--- src/design/pwf_pkg.sv ---
// Package for the process whitelist packet filter.
// Holds field widths, operation codes, controller states and command/status structs.
// No dependencies.
`default_nettype none

package pwf_pkg;

    localparam int UID_W       = 32;
    localparam int PID_W       = 22;
    localparam int OP_W        = 2;
    localparam int ENTRIES_DEF = 16;

    // Input word layout, lowest bit first
    localparam int S_DATA_W = 56;
    localparam int M_DATA_W = 8;

    localparam logic [OP_W-1:0] OP_LOOKUP = 2'd0;
    localparam logic [OP_W-1:0] OP_ADD    = 2'd1;
    localparam logic [OP_W-1:0] OP_DELETE = 2'd2;
    localparam logic [OP_W-1:0] OP_CLEAR  = 2'd3;

    typedef enum logic [1:0] {
        ST_IDLE,
        ST_SCAN,
        ST_DONE
    } t_state;

    // controller -> datapath
    typedef struct packed {
        logic load;    // latch the accepted word, restart the scan
        logic step;    // advance the table scan
        logic commit;  // apply table update, hand result to output register
    } t_cmd;

    // datapath -> controller
    typedef struct packed {
        logic scan_done;
        logic op_clear;
    } t_sts;

endpackage

`default_nettype wire

--- src/design/pwf_ctrl.sv ---
// Controller state machine of the process whitelist packet filter.
// Depends on pwf_pkg; drives pwf_dp through t_cmd and reads t_sts.
`default_nettype none

module pwf_ctrl (
    input  wire logic          i_clk,
    input  wire logic          i_rst_n,
    input  wire logic          i_s_tvalid,
    input  wire logic          i_out_free,
    input  wire pwf_pkg::t_sts i_sts,
    output pwf_pkg::t_cmd      o_cmd,
    output logic               o_s_tready
);

    pwf_pkg::t_state r_state;
    pwf_pkg::t_state n_state;

    always_ff @(posedge i_clk) begin
        if (!i_rst_n) begin
            r_state <= pwf_pkg::ST_IDLE;
        end else begin
            r_state <= n_state;
        end
    end

    always_comb begin
        n_state    = r_state;
        o_cmd      = '0;
        o_s_tready = 1'b0;
        case (r_state)
            pwf_pkg::ST_IDLE: begin
                o_s_tready = 1'b1;
                if (i_s_tvalid) begin
                    o_cmd.load = 1'b1;
                    n_state    = pwf_pkg::ST_SCAN;
                end
            end
            pwf_pkg::ST_SCAN: begin
                o_cmd.step = 1'b1;
                // clear needs no table contents
                if (i_sts.scan_done || i_sts.op_clear) begin
                    n_state = pwf_pkg::ST_DONE;
                end
            end
            pwf_pkg::ST_DONE: begin
                if (i_out_free) begin
                    o_cmd.commit = 1'b1;
                    n_state      = pwf_pkg::ST_IDLE;
                end
            end
            default: begin
                n_state = pwf_pkg::ST_IDLE;
            end
        endcase
    end

endmodule

`default_nettype wire

--- src/design/pwf_dp.sv ---
// Datapath of the process whitelist packet filter: entry memory, valid bits,
// scan compare, special user register and result logic. Depends on pwf_pkg.
`default_nettype none

module pwf_dp #(
    parameter int ENTRIES = pwf_pkg::ENTRIES_DEF
) (
    input  wire logic                      i_clk,
    input  wire logic                      i_rst_n,
    input  wire pwf_pkg::t_cmd             i_cmd,
    input  wire logic [pwf_pkg::OP_W-1:0]  i_op,
    input  wire logic [pwf_pkg::UID_W-1:0] i_uid,
    input  wire logic [pwf_pkg::PID_W-1:0] i_pid,
    input  wire logic                      i_cfg_valid,
    input  wire logic [pwf_pkg::UID_W-1:0] i_cfg_data,
    output pwf_pkg::t_sts                  o_sts,
    output logic                           o_accept,
    output logic                           o_status
);

    localparam int CW = $clog2(ENTRIES + 1);
    localparam int IW = (ENTRIES > 1) ? $clog2(ENTRIES) : 1;
    localparam logic [CW-1:0] SCAN_END = CW'(ENTRIES);

    // latched word
    logic [pwf_pkg::OP_W-1:0]  r_op;
    logic [pwf_pkg::UID_W-1:0] r_uid;
    logic [pwf_pkg::PID_W-1:0] r_pid;

    logic [pwf_pkg::UID_W-1:0] r_special_uid;
    logic [ENTRIES-1:0]        r_valid;

    logic [pwf_pkg::UID_W-1:0] mem_user [ENTRIES];
    logic [pwf_pkg::PID_W-1:0] mem_proc [ENTRIES];

    logic [CW-1:0]             r_rd_cnt;
    logic                      r_cmp_vld;
    logic [IW-1:0]             r_cmp_idx;
    logic [pwf_pkg::UID_W-1:0] r_rd_user;
    logic [pwf_pkg::PID_W-1:0] r_rd_proc;

    logic          r_hit;
    logic          r_pid_found;
    logic [IW-1:0] r_pid_slot;
    logic          r_free_found;
    logic [IW-1:0] r_free_slot;

    logic w_rd_en;
    logic w_wr_en;
    logic w_ent_valid;
    logic w_user_eq;
    logic w_proc_eq;
    logic w_hit_now;
    logic w_pid_now;

    assign w_rd_en = i_cmd.step && (r_rd_cnt != SCAN_END);
    assign w_wr_en = i_cmd.commit && (r_op == pwf_pkg::OP_ADD)
                     && !r_pid_found && r_free_found;

    // Entry memory: one write port, one registered read port
    always_ff @(posedge i_clk) begin
        if (w_wr_en) begin
            mem_user[r_free_slot] <= r_uid;
            mem_proc[r_free_slot] <= r_pid;
        end
        if (w_rd_en) begin
            r_rd_user <= mem_user[r_rd_cnt[IW-1:0]];
            r_rd_proc <= mem_proc[r_rd_cnt[IW-1:0]];
        end
    end

    always_ff @(posedge i_clk) begin
        if (i_cmd.load) begin
            r_op  <= i_op;
            r_uid <= i_uid;
            r_pid <= i_pid;
        end
        if (w_rd_en) begin
            r_cmp_idx <= r_rd_cnt[IW-1:0];
        end
    end

    // entry compare
    assign w_ent_valid = r_valid[r_cmp_idx];
    assign w_user_eq   = (r_rd_user == r_uid);
    assign w_proc_eq   = (r_rd_proc == r_pid);
    assign w_hit_now   = w_ent_valid && w_user_eq
                         && ((r_rd_user != r_special_uid) || w_proc_eq);
    assign w_pid_now   = w_ent_valid && w_proc_eq;

    always_ff @(posedge i_clk) begin
        if (!i_rst_n) begin
            r_special_uid <= '0;
            r_valid       <= '0;
            r_rd_cnt      <= '0;
            r_cmp_vld     <= 1'b0;
            r_hit         <= 1'b0;
            r_pid_found   <= 1'b0;
            r_pid_slot    <= '0;
            r_free_found  <= 1'b0;
            r_free_slot   <= '0;
        end else begin
            if (i_cfg_valid) begin
                r_special_uid <= i_cfg_data;
            end

            if (i_cmd.load) begin
                r_rd_cnt     <= '0;
                r_cmp_vld    <= 1'b0;
                r_hit        <= 1'b0;
                r_pid_found  <= 1'b0;
                r_free_found <= 1'b0;
            end else begin
                r_cmp_vld <= w_rd_en;
                if (w_rd_en) begin
                    r_rd_cnt <= r_rd_cnt + CW'(1);
                end
                if (r_cmp_vld) begin
                    if (w_hit_now) begin
                        r_hit <= 1'b1;
                    end
                    if (w_pid_now && !r_pid_found) begin
                        r_pid_found <= 1'b1;
                        r_pid_slot  <= r_cmp_idx;
                    end
                    // lowest free slot
                    if (!w_ent_valid && !r_free_found) begin
                        r_free_found <= 1'b1;
                        r_free_slot  <= r_cmp_idx;
                    end
                end
            end

            if (i_cmd.commit) begin
                case (r_op)
                    pwf_pkg::OP_ADD: begin
                        if (w_wr_en) begin
                            r_valid[r_free_slot] <= 1'b1;
                        end
                    end
                    pwf_pkg::OP_DELETE: begin
                        if (r_pid_found) begin
                            r_valid[r_pid_slot] <= 1'b0;
                        end
                    end
                    pwf_pkg::OP_CLEAR: begin
                        r_valid <= '0;
                    end
                    default: begin
                    end
                endcase
            end
        end
    end

    assign o_sts.scan_done = (r_rd_cnt == SCAN_END) && !r_cmp_vld;
    assign o_sts.op_clear  = (r_op == pwf_pkg::OP_CLEAR);

    assign o_accept = (r_op == pwf_pkg::OP_LOOKUP) && r_hit;
    assign o_status = (r_op == pwf_pkg::OP_ADD) && !r_pid_found && !r_free_found;

endmodule

`default_nettype wire

--- src/design/process_whitelist_packet_filter_top.sv ---
// Top level of the process whitelist packet filter.
// Depends on pwf_pkg, pwf_ctrl and pwf_dp; holds the output word register.
`default_nettype none

// The filter keeps a whitelist of up to ENTRIES (user id, process id) pairs and
// takes one word at a time: lookup, add, delete by process id, or clear. Every
// word yields one result word. A lookup passes (accept = 1) when a valid entry
// has the packet's user id and that user id is not special_uid, or the entry's
// process id matches as well; an empty table drops. An add of a process id
// already present changes nothing; an add into a full table reports status 1
// and fills nothing, otherwise the lowest free slot is taken. Timing: a word
// is taken, then the entry memory is scanned one entry per cycle through its
// single registered read port (a clear does not wait for the scan), then the
// commit applies the update and loads the output register, waiting while the
// output register is full and not being taken. The next word is taken while
// the result still waits in the output register. special_uid is written over
// the cfg channel, which is always ready; the user must write it only while
// the block is idle, as the block itself does not enforce this.

module process_whitelist_packet_filter_top #(
    parameter int ENTRIES = pwf_pkg::ENTRIES_DEF
) (
    input  wire logic                         i_clk,
    input  wire logic                         i_rst_n,
    // slave word: op [1:0], uid [33:2], pid [55:34]
    input  wire logic                         s_tvalid,
    output logic                              s_tready,
    input  wire logic [pwf_pkg::S_DATA_W-1:0] s_tdata,
    // master word: accept [0], status [1], zero [7:2]
    output logic                              m_tvalid,
    input  wire logic                         m_tready,
    output logic [pwf_pkg::M_DATA_W-1:0]      m_tdata,
    // special_uid write
    input  wire logic                         i_cfg_valid,
    output logic                              o_cfg_ready,
    input  wire logic [pwf_pkg::UID_W-1:0]    i_cfg_data
);

    localparam int UID_LO = pwf_pkg::OP_W;
    localparam int PID_LO = pwf_pkg::OP_W + pwf_pkg::UID_W;

    pwf_pkg::t_cmd w_cmd;
    pwf_pkg::t_sts w_sts;
    logic          w_out_free;
    logic          w_accept;
    logic          w_status;

    logic                        r_m_valid;
    logic [pwf_pkg::M_DATA_W-1:0] r_m_data;

    assign o_cfg_ready = 1'b1;

    // result register may be reloaded in the cycle it is taken
    assign w_out_free = !r_m_valid || m_tready;

    pwf_ctrl u_ctrl (
        .i_clk      (i_clk),
        .i_rst_n    (i_rst_n),
        .i_s_tvalid (s_tvalid),
        .i_out_free (w_out_free),
        .i_sts      (w_sts),
        .o_cmd      (w_cmd),
        .o_s_tready (s_tready)
    );

    pwf_dp #(
        .ENTRIES (ENTRIES)
    ) u_dp (
        .i_clk       (i_clk),
        .i_rst_n     (i_rst_n),
        .i_cmd       (w_cmd),
        .i_op        (s_tdata[pwf_pkg::OP_W-1:0]),
        .i_uid       (s_tdata[UID_LO +: pwf_pkg::UID_W]),
        .i_pid       (s_tdata[PID_LO +: pwf_pkg::PID_W]),
        .i_cfg_valid (i_cfg_valid),
        .i_cfg_data  (i_cfg_data),
        .o_sts       (w_sts),
        .o_accept    (w_accept),
        .o_status    (w_status)
    );

    always_ff @(posedge i_clk) begin
        if (!i_rst_n) begin
            r_m_valid <= 1'b0;
        end else if (w_cmd.commit) begin
            r_m_valid <= 1'b1;
        end else if (m_tready) begin
            r_m_valid <= 1'b0;
        end
    end

    always_ff @(posedge i_clk) begin
        if (w_cmd.commit) begin
            r_m_data <= {{(pwf_pkg::M_DATA_W - 2){1'b0}}, w_status, w_accept};
        end
    end

    assign m_tvalid = r_m_valid;
    assign m_tdata  = r_m_data;

endmodule

`default_nettype wire
--- config.mk ---
export PLATFORM = sky130hd
export DESIGN_NAME = process_whitelist_packet_filter_top
export DESIGN_NICKNAME = d
export VERILOG_FILES = /design/src/design/pwf_pkg.sv /design/src/design/pwf_ctrl.sv /design/src/design/pwf_dp.sv /design/src/design/process_whitelist_packet_filter_top.sv
export SDC_FILE = /design/constraint.sdc
export NUM_CORES = 1
export LEC_CHECK = 0
export BUFFER_PORTS_ARGS = -buffer_cell sky130_fd_sc_hd__buf_2
export CAP_MARGIN = 30
export CORE_MARGIN = 2
export CORE_UTILIZATION = 54
export DETAILED_ROUTE_END_ITERATION = 8
export GPL_ROUTABILITY_DRIVEN = 0
export PLACE_DENSITY = 0.7
export SYNTH_ARGS = -nofsm -noshare
export SYNTH_HDL_FRONTEND = slang
export SYNTH_SLANG_ARGS = --single-unit
export TNS_END_PERCENT = 50
--- constraint.sdc ---
create_clock -name i_clk -period 11.5 [get_ports i_clk]
set_input_delay 0.575 -clock i_clk [delete_from_list [all_inputs] [get_ports i_clk]]
set_output_delay 0.575 -clock i_clk [all_outputs]
set_load 0.1 [all_outputs]
==> qor_table.md <==
| Parameter | This run |
|:---|:---|
| Final Cycle Share | 33.16% |
| Filler cell count | 4,931 |
| P per Cell Area | 176.0 mW/mm^2 |
| Total routing resource utilization after global routing | 23.64% |
| Area of the mapped netlist | 0.03995 sq mm |
| Avg Synthesized Cell Area | 22.38 sq um |
| Diode count | 0 |
| Final Util | 61.58% |
| Total CTS buffers | 101 |
| Overall Power | 7921 uW |
| Final setup TNS | 0 ns |
| Largest net degree at the start of global routing | 103 |
| Async set or reset register ratio after synthesis | 0% |
| Number of global-route vias before repair | 18,830 |
| DRC violation count after routing | 5 |
| Final worst clock skew | 0.02527 ns |
| Hold depth | 1 |
| Number of setup buffers added after CTS | 0 |
| Mapped Cells | 1,785 |
| Die W | 276.0 um |
| Reported net switching power | 1664 uW |
| Nets | 2,038 |
| Number of max-slew violations in the final report | 0 |
| Number of hold-repair buffers added at the cts stage | 0 |
| Worst-skew pair later-pin latency | 0.67 ns |
| Worst slew margin relative to its limit | 33.30% |
| Setup crit start kind | register |
| Worst Setup Slack post-DPL | 7.604 ns |
| HP Class | in2reg |
| Result of the run | finished with violations |
| Register area share after synthesis | 77.08% |
| TritonCTS Sinks | 1,048 |
| Unrepaired setup endpoints after global routing | false |
| I/O pin cnt | 104 |
| First-pass GRT wire length | 127,700 um |
| FP Rows | 99 |
| Internal power component | 6257 uW |
| Longest Clk Path Bufs | 3 |
| Worst R2R Path Depth | 4 |
| Worst voltage drop across the vdd grid | 0.1643 mV |
| CTS tree | built |
| Most frequent cells in the layout | 980 x sky130_fd_sc_hd__edfxtp_1, 271 x sky130_fd_sc_hd__mux4_2, 101 x sky130_fd_sc_hd__clkbuf_16 |
| Total leakage power | 0.01391 uW |
| Endpoint of the lowest-slack register-to-register path | u_dp.r_rd_user[26]$_DFFE_PP_ |
| Post-cts gate resize count | 0 |
| Hold path endpoint | u_dp.r_pid[13]$_DFFE_PP_ |
| Vias/cell | 6.210 |
| Worst-path clk slew | 0.06 ns |
| Antenna violations before repair | 0 |
| Kind of end point of the critical path | register |
| DRC violation total after the first TritonRoute iteration | 2,150 |
| First-pass DRT Iterations | 7 |
| Final hold viol count | 0 |
| Data required time at the worst endpoint | 11.89 ns |
| Die Y | 276.0 um |
| Most common cell after layout, fill and taps aside | sky130_fd_sc_hd__edfxtp_1 |
| Comb power frac | 3.9% |
| Worst reg-to-reg setup slack | 7.69 ns |
| Count of buffers from port buffering | 96 |
| H-tree lvl count | 3 |
| Avg WL per Cell | 29.52 um |
| Post-synth EDFFs | 980 |
| Worst-path fanout max | 102 |
| Number of nets still failing antenna checks after routing | 0 |
| Worst Hold Launch | s_tdata[47] |
| Predominant post-synthesis flop cell | sky130_fd_sc_hd__edfxtp_1 |
| Layout cell share with drive strength beyond 1 | 28.59% |
| Overall routed net length | 88,000 um |
| Final worst setup slack | 7.687 ns |
| Class of the most critical setup path | reg2reg |
| Max Fclk | 262.3 MHz |
| Final number of setup-violating endpoints | 0 |
| Transition time at the pin with the least slew margin | 0.9982 ns |
| Sequential Power Share | 54.8% |
| Area Overhead vs Synth | 12.67% |
| Synth warnings | 0 |
| Initial cell density of the core | 54.66% |
| Root buf cell | sky130_fd_sc_hd__clkbuf_16 |
| Arrival time of the worst setup path | 4.20 ns |
| Die Area | 0.07617 sq mm |
| Post-synthesis sequential element count | 1,048 |
| Distinct cell type count after synthesis | 43 |
| Floorplan Core Area | 0.07308 sq mm |
| Number of max-cap violations | 0 |
| Violations in the final reports | DRC |
| Hold slack final | 0.08506 ns |
| Total number of vias | 18,513 |
| Congestion Overflow GR | 0 |
| Final HPWL from detailed placement | 47,530 um |
| Launching point of the worst reg2reg path | u_dp.r_rd_cnt[0]$_SDFFE_PP0P_ |
| Switching part of the total power | 21.01% |
| Minimum period implied by the final worst setup slack | 3.813 ns |
| Portion of total power attributed to the clock network | 41.3% |
per-layer routing:
| layer | GRT usage [%] | part of all wire (%) | up-vias |
|---|---|---|---|
| met4 | 6.537 | 2.4 | 0 |
| li1 | - | - | 7715 |
| met5 | 0 | 0 | - |
| met2 | 38.76 | 51 | 795 |
| met1 | 33.61 | 40 | 9863 |
| met3 | 3.694 | 6.8 | 140 |
per-stage QoR:
stage	area [sq um]	instances
CTS	44960	2979
finish	45010	2981
detailed placement	41720	2797
global route	45010	2981
floorplan	39970	1790
global placement	41610	2793
registers in the layout, summed over array words and instances, names as in the netlist, 2 cells and up:
| name | cells |
|---|---|
| u_dp.r_valid | 16 |
| u_dp.r_rd_proc | 22 |
| u_dp.r_free_slot | 4 |
| u_dp.r_pid_slot | 4 |
| u_dp.r_op | 2 |
| u_dp.r_rd_cnt | 5 |
| u_dp.r_special_uid | 32 |
| u_dp.mem_proc | 352 |
| u_dp.mem_user | 512 |
| u_ctrl.r_state | 2 |
| u_dp.r_uid | 32 |
| u_dp.r_pid | 22 |
| u_dp.r_cmp_idx | 4 |
| u_dp.r_rd_user | 32 |
| m_tdata | 2 |
worst max-delay path by stage:
stage / start / end / slack [ns] / cells past startpoint
finish: u_dp.r_rd_cnt[0]$_SDFFE_PP0P_ / u_dp.r_rd_user[26]$_DFFE_PP_ / 7.69 / 4
global placement: m_tready / u_dp.mem_user[9][23]$_DFFE_PP_ / 7.64 / 7
floorplan: m_tvalid$_SDFFE_PN0P_ / u_dp.mem_proc[8][0]$_DFFE_PP_ / 5.66 / 5
global route: u_dp.r_rd_cnt[0]$_SDFFE_PP0P_ / u_dp.r_rd_user[26]$_DFFE_PP_ / 7.34 / 4
detailed placement: u_dp.r_rd_cnt[0]$_SDFFE_PP0P_ / u_dp.r_rd_user[26]$_DFFE_PP_ / 7.60 / 4
CTS: u_dp.r_rd_cnt[0]$_SDFFE_PP0P_ / u_dp.r_rd_user[26]$_DFFE_PP_ / 7.59 / 4
layout make-up:
class                           instances  area [sq um]  share of cell area [%]
Inverter                                7         27.53                 0.06116
Multi-Input combinational cell        644          8796                   19.54
Sequential cell                      1048         30800                   68.44
Clock buffer                          119          2595                   5.766
Tap cell                              959          1200                   2.666
Clock inverter                         63         648.1                   1.440
Timing Repair Buffer                  141         935.9                   2.079
synthesized netlist by cell type (15+ instances only):
cell	instances	share of area [%]
sky130_fd_sc_hd__clkbuf_1	33	0.31
sky130_fd_sc_hd__xnor2_1	69	1.5
sky130_fd_sc_hd__mux2i_1	48	1.2
sky130_fd_sc_hd__nor2b_1	39	0.61
sky130_fd_sc_hd__nand4_1	21	0.33
sky130_fd_sc_hd__edfxtp_1	980	74
sky130_fd_sc_hd__buf_2	16	0.20
sky130_fd_sc_hd__buf_4	17	0.32
sky130_fd_sc_hd__nor2_1	30	0.28
sky130_fd_sc_hd__nand2_1	39	0.37
sky130_fd_sc_hd__buf_1	19	0.18
sky130_fd_sc_hd__mux4_2	271	15
sky130_fd_sc_hd__a21boi_0	15	0.28
sky130_fd_sc_hd__xor2_1	21	0.46
sky130_fd_sc_hd__dfxtp_1	68	3.4
critical path, cell delays in order, from the launching register on:
cell and delay [ns]:
sky130_fd_sc_hd__dfxtp_4 0.76, sky130_fd_sc_hd__buf_4 0.79, sky130_fd_sc_hd__buf_12 0.71, sky130_fd_sc_hd__mux4_2 0.61, sky130_fd_sc_hd__mux4_2 0.48
logic make-up after synthesis:
group           after synthesis  synth area share [%]
compound gates               63                 1.018
simple gates                163                 2.127
fa+ha+maj                     2               0.06263
xor+xnor                     90                 1.973
flops                      1048                 77.08
mux                         319                 16.48
other cells                   2               0.01880
buf+inv                      98                 1.243
power groups by stage:
stage                     Combinational, uW  Sequential [uW]  Clock [uW]
after CTS                               315             4340        3320
after detailed placement                314             4420           0
after global placement                  309             4420           0
final                                   311             4340        3270
after floorplan                         237             4380           0
after global routing                    333             4350        3470
No activity file was read; power rests on OpenSTA's default activity.
